[config.mk]
export PLATFORM = sky130hd
export DESIGN_NAME = ads_ctrl
export DESIGN_NICKNAME = d
export VERILOG_FILES = /design/src/hw/rtl/ads_pkg.sv /design/src/hw/rtl/ads_ctrl.sv
export SDC_FILE = /design/constraint.sdc
export NUM_CORES = 1
export LEC_CHECK = 0
export ABC_AREA = 1
export ABC_CLOCK_PERIOD_IN_PS = 1300
export BUFFER_PORTS_ARGS = -buffer_cell sky130_fd_sc_hd__buf_2
export CORE_AREA = 2 2 39 41
export DETAILED_ROUTE_END_ITERATION = 6
export DIE_AREA = 0 0 41 43
export GPL_ROUTABILITY_DRIVEN = 0
export HOLD_SLACK_MARGIN = 0.05
export PLACE_DENSITY = 0.45
export SKIP_CTS_REPAIR_TIMING = 1
export SYNTH_ARGS = -nofsm -noshare
export SYNTH_HDL_FRONTEND = slang
export SYNTH_SLANG_ARGS = --single-unit
[constraint.sdc]
create_clock -name clk -period 1.3 [get_ports clk]
set_clock_uncertainty 0.1 [all_clocks]
set_input_delay 0 -clock clk [delete_from_list [all_inputs] [get_ports clk]]
set_output_delay 0 -clock clk [all_outputs]
set_load 0.02 [all_outputs]
[src/hw/rtl/ads_pkg.sv]
package ads_pkg;

    localparam int MAX_OUT_WIDTH = 1024;
    localparam int MAX_FACTOR    = 16;
    localparam int MAX_CHANNELS  = 3;

    localparam int SAMPLE_W     = 8;
    localparam int SUM_W        = 16;
    localparam int CFG_FACTOR_W = 5;
    localparam int CFG_CHAN_W   = 2;
    localparam int CFG_WIDTH_W  = 11;
    localparam int CFG_DATA_W   = 11;
    localparam int CFG_INDEX_W  = 2;

    localparam int LINE_DEPTH = MAX_OUT_WIDTH * MAX_CHANNELS;
    localparam int ADDR_W     = $clog2(LINE_DEPTH);
    localparam int DX_W       = (MAX_OUT_WIDTH > 1) ? $clog2(MAX_OUT_WIDTH) : 1;
    localparam int FX_W       = $clog2(MAX_FACTOR);
    localparam int CP_W       = $clog2(MAX_FACTOR * MAX_OUT_WIDTH + 1);
    localparam int ROW_W      = CFG_FACTOR_W + CFG_WIDTH_W;
    localparam int AREA_W     = $clog2(MAX_FACTOR * MAX_FACTOR + 1);
    localparam int REM_W      = AREA_W;
    localparam int DIV_CNT_W  = $clog2(SUM_W + 1);
    localparam int IDX_PROD_W = DX_W + CFG_CHAN_W;
    localparam int MEAN_W     = SUM_W + 1;

    localparam logic [SAMPLE_W-1:0] SAMPLE_MAX = '1;

    // register indexes on the config port
    localparam logic [CFG_INDEX_W-1:0] REG_SCALE_FACTOR  = CFG_INDEX_W'(0);
    localparam logic [CFG_INDEX_W-1:0] REG_CHANNEL_COUNT = CFG_INDEX_W'(1);
    localparam logic [CFG_INDEX_W-1:0] REG_OUTPUT_WIDTH  = CFG_INDEX_W'(2);

    localparam logic [CFG_FACTOR_W-1:0] FACTOR_RESET  = CFG_FACTOR_W'(2);
    localparam logic [CFG_FACTOR_W-1:0] FACTOR_MIN    = CFG_FACTOR_W'(2);
    localparam logic [CFG_CHAN_W-1:0]   CHAN_RESET    = CFG_CHAN_W'(1);
    localparam logic [CFG_WIDTH_W-1:0]  WIDTH_RESET   = CFG_WIDTH_W'(1);

    // areas with a shift-based mean, ties round up
    localparam logic [AREA_W-1:0] AREA_QUAD    = AREA_W'(4);
    localparam logic [AREA_W-1:0] AREA_SIXTEEN = AREA_W'(16);
    localparam int QUAD_SHIFT    = 2;
    localparam int SIXTEEN_SHIFT = 4;
    localparam logic [MEAN_W-1:0] QUAD_BIAS    = MEAN_W'(2);
    localparam logic [MEAN_W-1:0] SIXTEEN_BIAS = MEAN_W'(8);

    typedef enum logic [2:0] {
        ST_IDLE,
        ST_RECALC,
        ST_READ,
        ST_ADD,
        ST_DIV,
        ST_RESULT
    } state_t;

    typedef struct packed {
        logic accept;
        logic recalc_start;
        logic recalc_load;
        logic add;
        logic div_start;
        logic load_out;
    } ctrl_cmd_t;

    typedef struct packed {
        logic recalc_pending;
        logic div_busy;
        logic block_last;
        logic pow_area;
        logic out_free;
    } ctrl_sts_t;

endpackage

[src/hw/rtl/ads_ctrl.sv]
module ads_ctrl import ads_pkg::*; (
    input  logic      clk,
    input  logic      rst_n,
    input  logic      in_valid,
    output logic      in_ready,
    output ctrl_cmd_t cmd,
    input  ctrl_sts_t sts
);

    state_t state_reg;
    state_t state_next;

    always_ff @(posedge clk or negedge rst_n)
    begin
        if (!rst_n)
        begin
            state_reg <= ST_IDLE;
        end
        else
        begin
            state_reg <= state_next;
        end
    end

    always_comb
    begin
        state_next = state_reg;
        case (state_reg)
            ST_IDLE:
            begin
                if (sts.recalc_pending)
                    state_next = ST_RECALC;
                else if (in_valid)
                    state_next = ST_READ;
            end
            ST_RECALC:
            begin
                if (!sts.div_busy)
                    state_next = ST_IDLE;
            end
            ST_READ:
            begin
                state_next = ST_ADD;
            end
            ST_ADD:
            begin
                if (!sts.block_last)
                    state_next = ST_IDLE;
                else if (sts.pow_area)
                    state_next = ST_RESULT;
                else
                    state_next = ST_DIV;
            end
            ST_DIV:
            begin
                if (!sts.div_busy)
                    state_next = ST_RESULT;
            end
            ST_RESULT:
            begin
                if (sts.out_free)
                    state_next = ST_IDLE;
            end
            default:
            begin
                state_next = ST_IDLE;
            end
        endcase
    end

    always_comb
    begin
        in_ready = 1'b0;
        cmd      = '0;
        case (state_reg)
            ST_IDLE:
            begin
                in_ready         = !sts.recalc_pending;
                cmd.accept       = !sts.recalc_pending && in_valid;
                cmd.recalc_start = sts.recalc_pending;
            end
            ST_RECALC:
            begin
                cmd.recalc_load = !sts.div_busy;
            end
            ST_ADD:
            begin
                cmd.add       = 1'b1;
                cmd.div_start = sts.block_last && !sts.pow_area;
            end
            ST_RESULT:
            begin
                cmd.load_out = sts.out_free;
            end
            default:
            begin
                cmd = '0;
            end
        endcase
    end

    a_accept_reads: assert property (@(posedge clk) disable iff (!rst_n)
        cmd.accept |=> (state_reg == ST_READ))
        else $error("transfer not followed by line read");

    a_div_started: assert property (@(posedge clk) disable iff (!rst_n)
        cmd.div_start |=> sts.div_busy)
        else $error("divider did not start");

    a_ready_div_idle: assert property (@(posedge clk) disable iff (!rst_n)
        in_ready |-> !sts.div_busy)
        else $error("input ready while divider busy");

endmodule

==> results of run 1 <==
## power breakdown
| part | internal, mW | switching (mW) |
|---|---|---|
| Clock | 0.116 | 0.0563 |
| Combinational | 0.361 | 0.421 |
| Sequential | 0.148 | 0.0929 |
## cells by family after synthesis
logic type,after synthesis,synth area share
simple gates,39,0.5662
buf+inv,10,0.1446
flops,3,0.2410
compound gates,2,0.04818
## per-stage QoR
stage                       util  instance area [sq um]  setup TNS (ns)  power (mW)  setup WS [ns]
after floorplan                -                  311.5               0      0.6584        0.03797
after global placement    0.2821                  390.4               0      0.7745        0.02704
after detailed placement  0.2821                  390.4               0      0.7649        0.05914
after CTS                 0.3011                  416.7         -0.2881      0.9440        -0.1275
after global routing      0.3960                  548.0         -0.3166       1.306       -0.07890
final                     0.3960                  548.0       -0.008624       1.195      -0.008624
## cell usage in the layout (no fill, tap or decap)
cell type      count
inv_2              2
inv_4              1
dlygate4sd3_1      4
nand2_2            3
nand3_2            2
nand4_1            2
inv_1              6
nor3_2             1
nor2_2             2
nor2_1            11
buf_2              8
clkbuf_4           3
clkbuf_1           1
buf_4             13
nand3_1            3
nor2_4             1
nand2_1           14
dfrtp_2            3
o211ai_1           2
## layout make-up
type,instances,area share
Multi-Input combinational cell,41,0.3813
Tap cell,16,0.03653
Inverter,9,0.06621
Clock buffer,4,0.04795
Timing Repair Buffer,25,0.3242
Sequential cell,3,0.1438
## final timing paths
path | end | slack [ns] | cells after the start
worst max-delay path | cmd[1] | -0.009 | 6
worst min-delay path | state_reg[0] | 0.09 | 5
worst max register to register | state_reg[0] | 0.04 | 7
worst min register to register | state_reg[0] | 0.51 | 2
max in group asynchronous | state_reg[2] | 0.41 | 3
min in group asynchronous | state_reg[1] | 0.53 | 3
## critical path, stage by stage, from the launching register on
cell and delay, ns:
dfrtp_2 0.43, inv_4 0.10, nand3_2 0.08, inv_2 0.06, nand2_1 0.06, nor2_1 0.10
buf_4 0.15
## layer usage
| metal | wire (um) | up-vias | GRT usage |
|---|---|---|---|
| met5 | 0 | - | 0 |
| met4 | 14 | 0 | 0.1000 |
| met3 | 39 | 2 | 0.01571 |
| met2 | 489 | 10 | 0.1531 |
| met1 | 368 | 200 | 0.1000 |
| li1 | - | 224 | - |
==> flow_metrics.tcl, run 1 <==
set metrics [dict create \
    outcome "complete, but fails checks" \
    violations "setup timing" \
    antenna_found_initial 0 \
    ys_warn_count 0 \
    ys_seq_elements 3 \
    cp_max_fo 6 \
    period_minus_slack_ns 1.309 \
    clkSlewWorstSetupHoldPaths_ns 0.04 \
    numCtsBuffers 3 \
    grt_pass1_wl_um 1138 \
    drt_pass1_iterations 2 \
    drv_slew 0 \
    cts_root_buf "clkbuf_4" \
    cts_tree "yes" \
    max_slew_margin 0.8863 \
    min_from "sts[4]" \
    worstSkewPairLatency_ns 0.24 \
    seq_area_sq_um 78.83 \
    critical_path_required_ns 1.20 \
    core_region_area_sq_mm 0.001384 \
    hold_viol 0 \
    synthCells 54 \
    synth_top_flop_cell "dfrtp_1" \
    syn_area_sq_um 311.5 \
    area_growth_pct 75.90 \
    synth.largest_area_cell "dfrtp_1" \
    clockBufferDepth 2 \
    ir_drop_mv 0.7871 \
    cts_sinks 3 \
    die_area_sq_mm 0.001763 \
    start_util 0.2251 \
    grt_max_degree 9 \
    fmax_ghz 0.7642 \
    die_h_um 43 \
    yosysTopAreaCellShare 0.2410 \
    seq_area_frac_synth 0.2410 \
    grt_usage 0.09849 \
    worstReg2RegStart "state_reg[0]" \
    synthArstFlopShare 1.000 \
    yosys-top-cells-count "nand2_1 (15), nor2_1 (11), inv_1 (7)" \
    synth.most_common_cell "nand2_1" \
    tightest_slew_ns 0.1698 \
    hold_ws_ns 0.08653 \
    avgRoutedWirePerCell_um 9.296 \
    power_density_mw_per_mm2 2180 \
    setup_ws_ns -0.008624 \
    cp.arrival_ns 1.21 \
    n_antenna_cell 0 \
    chipWidth_um 41 \
    syn_nets 62 \
    synth-edff-count 0 \
    detail_route.iter0.violations 1 \
    num_vias 436 \
    wl_um 911 \
    report.final.setup_viol 1 \
    via_per_inst 4.449 \
    crit_type "flop to output pin" \
    avgSynthCellArea_sq_um 5.769 \
    dpl.hpwl_um 578.5 \
    portBuffers 14 \
    worstSetupEndpointType "output pin" \
    p_leak_nw 0.3113 \
    rows 14 \
    nFillCells 161 \
    synth.distinct_cells 13 \
    largest_register_ffs 3 \
    overflow 0 \
    rsz0062_at_grt "true" \
    final_layout_size_suffix_gt1_frac 0.4756 \
    htree_num_levels 1 \
    max_cap_viol_count 0 \
    startpoint "state_reg[2]" \
    antenna_left 0 \
    drc_errors 0 \
    multi_input_area_sq_um 209.0 \
    ios 15 \
    dp.cells 83 \
    fin_crit_sh 1.007 \
    final_nets 91 \
    startpoint_type "flop" \
    grt_pass1_vias 342 \
    yosys-top-cells-area "dfrtp_1 (24%), nand2_1 (18%), nor2_1 (13%)" \
    worstHoldPathType "input pin to flop" \
    fin_cells 98 \
]
No activity file was read; power rests on OpenSTA's default activity.
==> run 2: changes to the inputs <==
Settings changed: BUFFER_PORTS_ARGS -buffer_cell sky130_fd_sc_hd__buf_2 to not set, CORE_AREA 2 2 39 41 to 5 5 42 44, DIE_AREA 0 0 41 43 to 0 0 47 49, DONT_BUFFER_PORTS set to 1, PLACE_DENSITY 0.45 to 0.36.
==> flow_metrics.tcl, run 2 (synthesized netlist as in run 1, its figures left out) <==
set metrics [dict create \
    cts_sinks 3 \
    grt_max_degree 9 \
    grt_pass1_wl_um 1414 \
    outcome "complete, but fails checks" \
    worstSkewPairLatency_ns 0.23 \
    cp.arrival_ns 1.23 \
    die_area_sq_mm 0.002303 \
    holdPathStages 4 \
    power_density_mw_per_mm2 2210 \
    critical_path_required_ns 1.20 \
    num_vias 406 \
    cts_tree "yes" \
    period_minus_slack_ns 1.328 \
    ios 15 \
    final_cell_area_sq_um 545.5 \
    setup_ws_ns -0.02843 \
    layout_common_cells "nand2_1 (13), buf_4 (10), nor2_1 (8), inv_1 (6), dlygate4sd3_1 (6)" \
    tightest_slew_ns 0.2447 \
    wl_um 930 \
    cts_root_buf "clkbuf_4" \
    postPlaceCellArea_sq_um 365.4 \
    portBuffers 0 \
    ir_drop_mv 1.051 \
    detail_route.iter0.violations 9 \
    worstHoldPathType "input pin to flop" \
    area_growth_pct 75.10 \
    largest_register_ffs 3 \
    crit_type "flop to output pin" \
    seq_area_sq_um 78.83 \
    via_per_inst 4.462 \
    numCtsBuffers 3 \
    startpoint_type "flop" \
    rows 14 \
    antenna_found_initial 0 \
    final_layout_size_suffix_gt1_frac 0.4400 \
    overflow 0 \
    grt_pass1_vias 331 \
    avgRoutedWirePerCell_um 10.22 \
    globalRouteMet2Util 0.1041 \
    ff2ff_path_depth 7 \
    fmax_ghz 0.7528 \
    use_met3 0.04797 \
    p_leak_nw 0.2839 \
    core_region_area_sq_mm 0.001401 \
    n_antenna_cell 0 \
    dpl.hpwl_um 638.3 \
    max_cap_viol_count 0 \
    drt_pass1_iterations 4 \
    drv_slew 0 \
    grt_busiest_layer "met1" \
    grt_usage 0.08886 \
    layout_commonest_cell "nand2_1" \
    clkSlewWorstSetupHoldPaths_ns 0.04 \
    start_util 0.2223 \
    worstSetupEndpointType "output pin" \
    fin_cells 91 \
    drc_errors 0 \
    rsz0062_at_grt "true" \
    multi_input_area_sq_um 226.5 \
    dp.cells 75 \
    htree_num_levels 1 \
    report.final.setup_viol 2 \
    max_slew_margin 0.8367 \
    clockBufferDepth 2 \
    violations "hold timing, setup timing" \
    setup_tns_ns -0.03360 \
    die_h_um 49 \
    cp_max_fo 6 \
    chipWidth_um 47 \
    fin_crit_sh 1.022 \
    hold_viol 1 \
    final_nets 84 \
    hold_ws_ns -0.1053 \
    grt_util_met1 0.1148 \
    antenna_left 0 \
    nFillCells 151 \
]
==> run 2: cell types whose count changed in the layout (fill, tap and decap cells not counted), sizes merged <==
cell,before,now
buf,21,12
dlygate4sd3,4,6
==> run 2: worst max-delay path, stage by stage, from the launching register on <==
cell and delay (ns):
dfrtp_2 0.45, inv_4 0.12, nand3_4 0.07, inv_2 0.07, nand2_2 0.05, nor2_2 0.09
buf_4 0.14
==> run 2: layout make-up <==
type,instances,share of cell area
multi-input cells,41,0.4151
flip-flops and latches,3,0.1445
clock buffers,4,0.04817
well taps,16,0.03670
repair buffers,18,0.2890
inverters,9,0.06651
==> run 2: where the power goes <==
part | internal (mW) | leakage (nW) | switching (mW)
Clock | 0.115 | 0.0150 | 0.0508
Sequential | 0.148 | 0.0346 | 0.111
Combinational | 0.359 | 0.234 | 0.422
==> run 2: routing by layer <==
layer / vias up / part of all wire
li1: 209 / -
met1: 177 / 0.45
met2: 16 / 0.45
met3: 4 / 0.077
met4: 0 / 0.029
met5: - / 0
==> run 2: path summary, 6_finish.rpt <==
kind / slack [ns] / to / startpoint
max: -0.03 / cmd[1] / state_reg[2]
min: -0.11 / state_reg[2] / sts[2]
max reg2reg: 0.04 / state_reg[0] / state_reg[0]
min reg2reg: 0.48 / state_reg[2] / state_reg[2]
max in group asynchronous: 0.48 / state_reg[1] / rst_n
min in group asynchronous: 0.45 / state_reg[2] / rst_n
==> run 2: metrics by stage <==
step	setup slack, ns	hold WS (ns)	utilization	total power, mW
finish	-0.02843	-0.1053	0.3893	1.206
floorplan	0.03797	-0.3956	-	0.6584
CTS	-0.1368	-0.6487	0.2795	0.9556
global route	-0.1135	-0.09365	0.3893	1.327
global placement	0.04238	-0.3955	0.2607	0.7843
detailed placement	0.05706	-0.3955	0.2607	0.7784
==> run 3: changes to the inputs <==
Settings changed: CORE_AREA 5 5 42 44 to 2 2 39 41, DIE_AREA 0 0 47 49 to 0 0 41 43.
==> flow_metrics.tcl, run 3 (synthesized netlist as in run 1, its figures left out) <==
set metrics [dict create \
    p_leak_nw 0.2661 \
    start_util 0.2251 \
    report.final.setup_viol 1 \
    outcome "complete, but fails checks" \
    multi_input_area_sq_um 221.5 \
    ir_drop_mv 0.5942 \
    wl_um 795 \
    rrSetupSlack_ns 0.07 \
    antenna_found_initial 0 \
    via_per_inst 4.352 \
    cts_tree "yes" \
    clkSlewWorstSetupHoldPaths_ns 0.03 \
    final_nets 81 \
    final_layout_size_suffix_gt1_frac 0.4028 \
    startpoint "state_reg[2]" \
    detail_route.iter0.violations 5 \
    ff2ff_path_depth 7 \
    use_met3 0.03665 \
    cp-endpoint "cmd[5]" \
    die_h_um 43 \
    grt_busiest_layer "met2" \
    grt_util_met1 0.1226 \
    worst_r2r_endpoint "state_reg[2]" \
    drt_pass1_iterations 4 \
    tightest_slew_ns 0.2613 \
    clockBufferDepth 2 \
    grt_max_degree 9 \
    cts_sinks 3 \
    antenna_left 0 \
    critical_path_required_ns 1.20 \
    grt_pass1_vias 292 \
    max_cap_viol_count 0 \
    rsz0062_at_grt "true" \
    fmax_ghz 0.7663 \
    fin_crit_sh 1.004 \
    layout_common_cells "nand2_1 (14), nor2_1 (8), buf_4 (8), inv_1 (6), dlygate4sd3_1 (6)" \
    dpl.hpwl_um 561.8 \
    grt_usage 0.09146 \
    largest_register_ffs 3 \
    numCtsBuffers 3 \
    chipWidth_um 41 \
    violations "hold timing, setup timing" \
    final_cell_area_sq_um 511.7 \
    grt_pass1_wl_um 1124 \
    startpoint_type "flop" \
    postPlaceCellArea_sq_um 357.8 \
    worstHoldPathType "input pin to flop" \
    htree_num_levels 1 \
    power_density_mw_per_mm2 2156 \
    cp.arrival_ns 1.20 \
    hold_ws_ns -0.09306 \
    design_power_total_mw 1.103 \
    seq_area_sq_um 78.83 \
    drc_errors 0 \
    globalRouteMet2Util 0.1344 \
    rows 14 \
    overflow 0 \
    area_growth_pct 64.26 \
    worstSkewPairLatency_ns 0.22 \
    period_minus_slack_ns 1.305 \
    worstReg2RegStart "state_reg[2]" \
    setup_ws_ns -0.004970 \
    drv_slew 0 \
    core_region_area_sq_mm 0.001384 \
    layout_commonest_cell "nand2_1" \
    cts_root_buf "clkbuf_4" \
    n_antenna_cell 0 \
    hold_viol 2 \
    num_vias 383 \
    max_slew_margin 0.8256 \
    die_area_sq_mm 0.001763 \
    worstSetupEndpointType "output pin" \
    portBuffers 0 \
    ios 15 \
    cp_max_fo 4 \
    nFillCells 158 \
    avgRoutedWirePerCell_um 9.034 \
    crit_type "flop to output pin" \
]
-- run 3: stage by stage --
stage | instances | hold slack (ns) | setup slack (ns) | setup TNS, ns | utilization
6_report | 88 | -0.09306 | -0.004970 | -0.004970 | 0.3698
2_1_floorplan | 54 | -0.3956 | 0.03797 | 0 | -
4_1_cts | 78 | -0.6386 | -0.1039 | -0.2411 | 0.2776
3_3_place_gp | 74 | -0.3955 | 0.02931 | 0 | 0.2586
3_5_place_dp | 74 | -0.3955 | 0.06404 | 0 | 0.2586
5_1_grt | 88 | -0.03042 | -0.06361 | -0.2233 | 0.3698
-- run 3: per-layer routing --
metal	vias up	wire length [um]
li1	203	-
met1	170	367
met2	10	370
met3	0	57
met4	0	0
met5	-	0
-- run 3: critical path, stage by stage, from the launching register on --
cell,delay [ns]
dfrtp_2,0.42
inv_2,0.09
buf_4,0.14
nand2_4,0.07
nor3_2,0.10
buf_4,0.16
-- run 3: area by class of cell --
type,count,area share
inverters,9,0.06601
flip-flops and latches,3,0.1540
well taps,16,0.03912
clock buffers,4,0.05134
multi-input cells,41,0.4328
repair buffers,15,0.2567
-- run 3: power by group --
group	internal (mW)	switching [mW]	leakage (nW)
Combinational	0.304	0.407	0.216
Sequential	0.148	0.0883	0.0346
Clock	0.115	0.0415	0.0150
Total	0.566	0.537	0.266
-- run 3: worst min path at each step --
stage	startpoint	to	cells past startpoint
CTS	rst_n	state_reg[1]	0
global route	sts[2]	state_reg[2]	4
floorplan	rst_n	state_reg[0]	0
detailed placement	rst_n	state_reg[0]	0
global placement	rst_n	state_reg[0]	0
finish	sts[2]	state_reg[2]	4
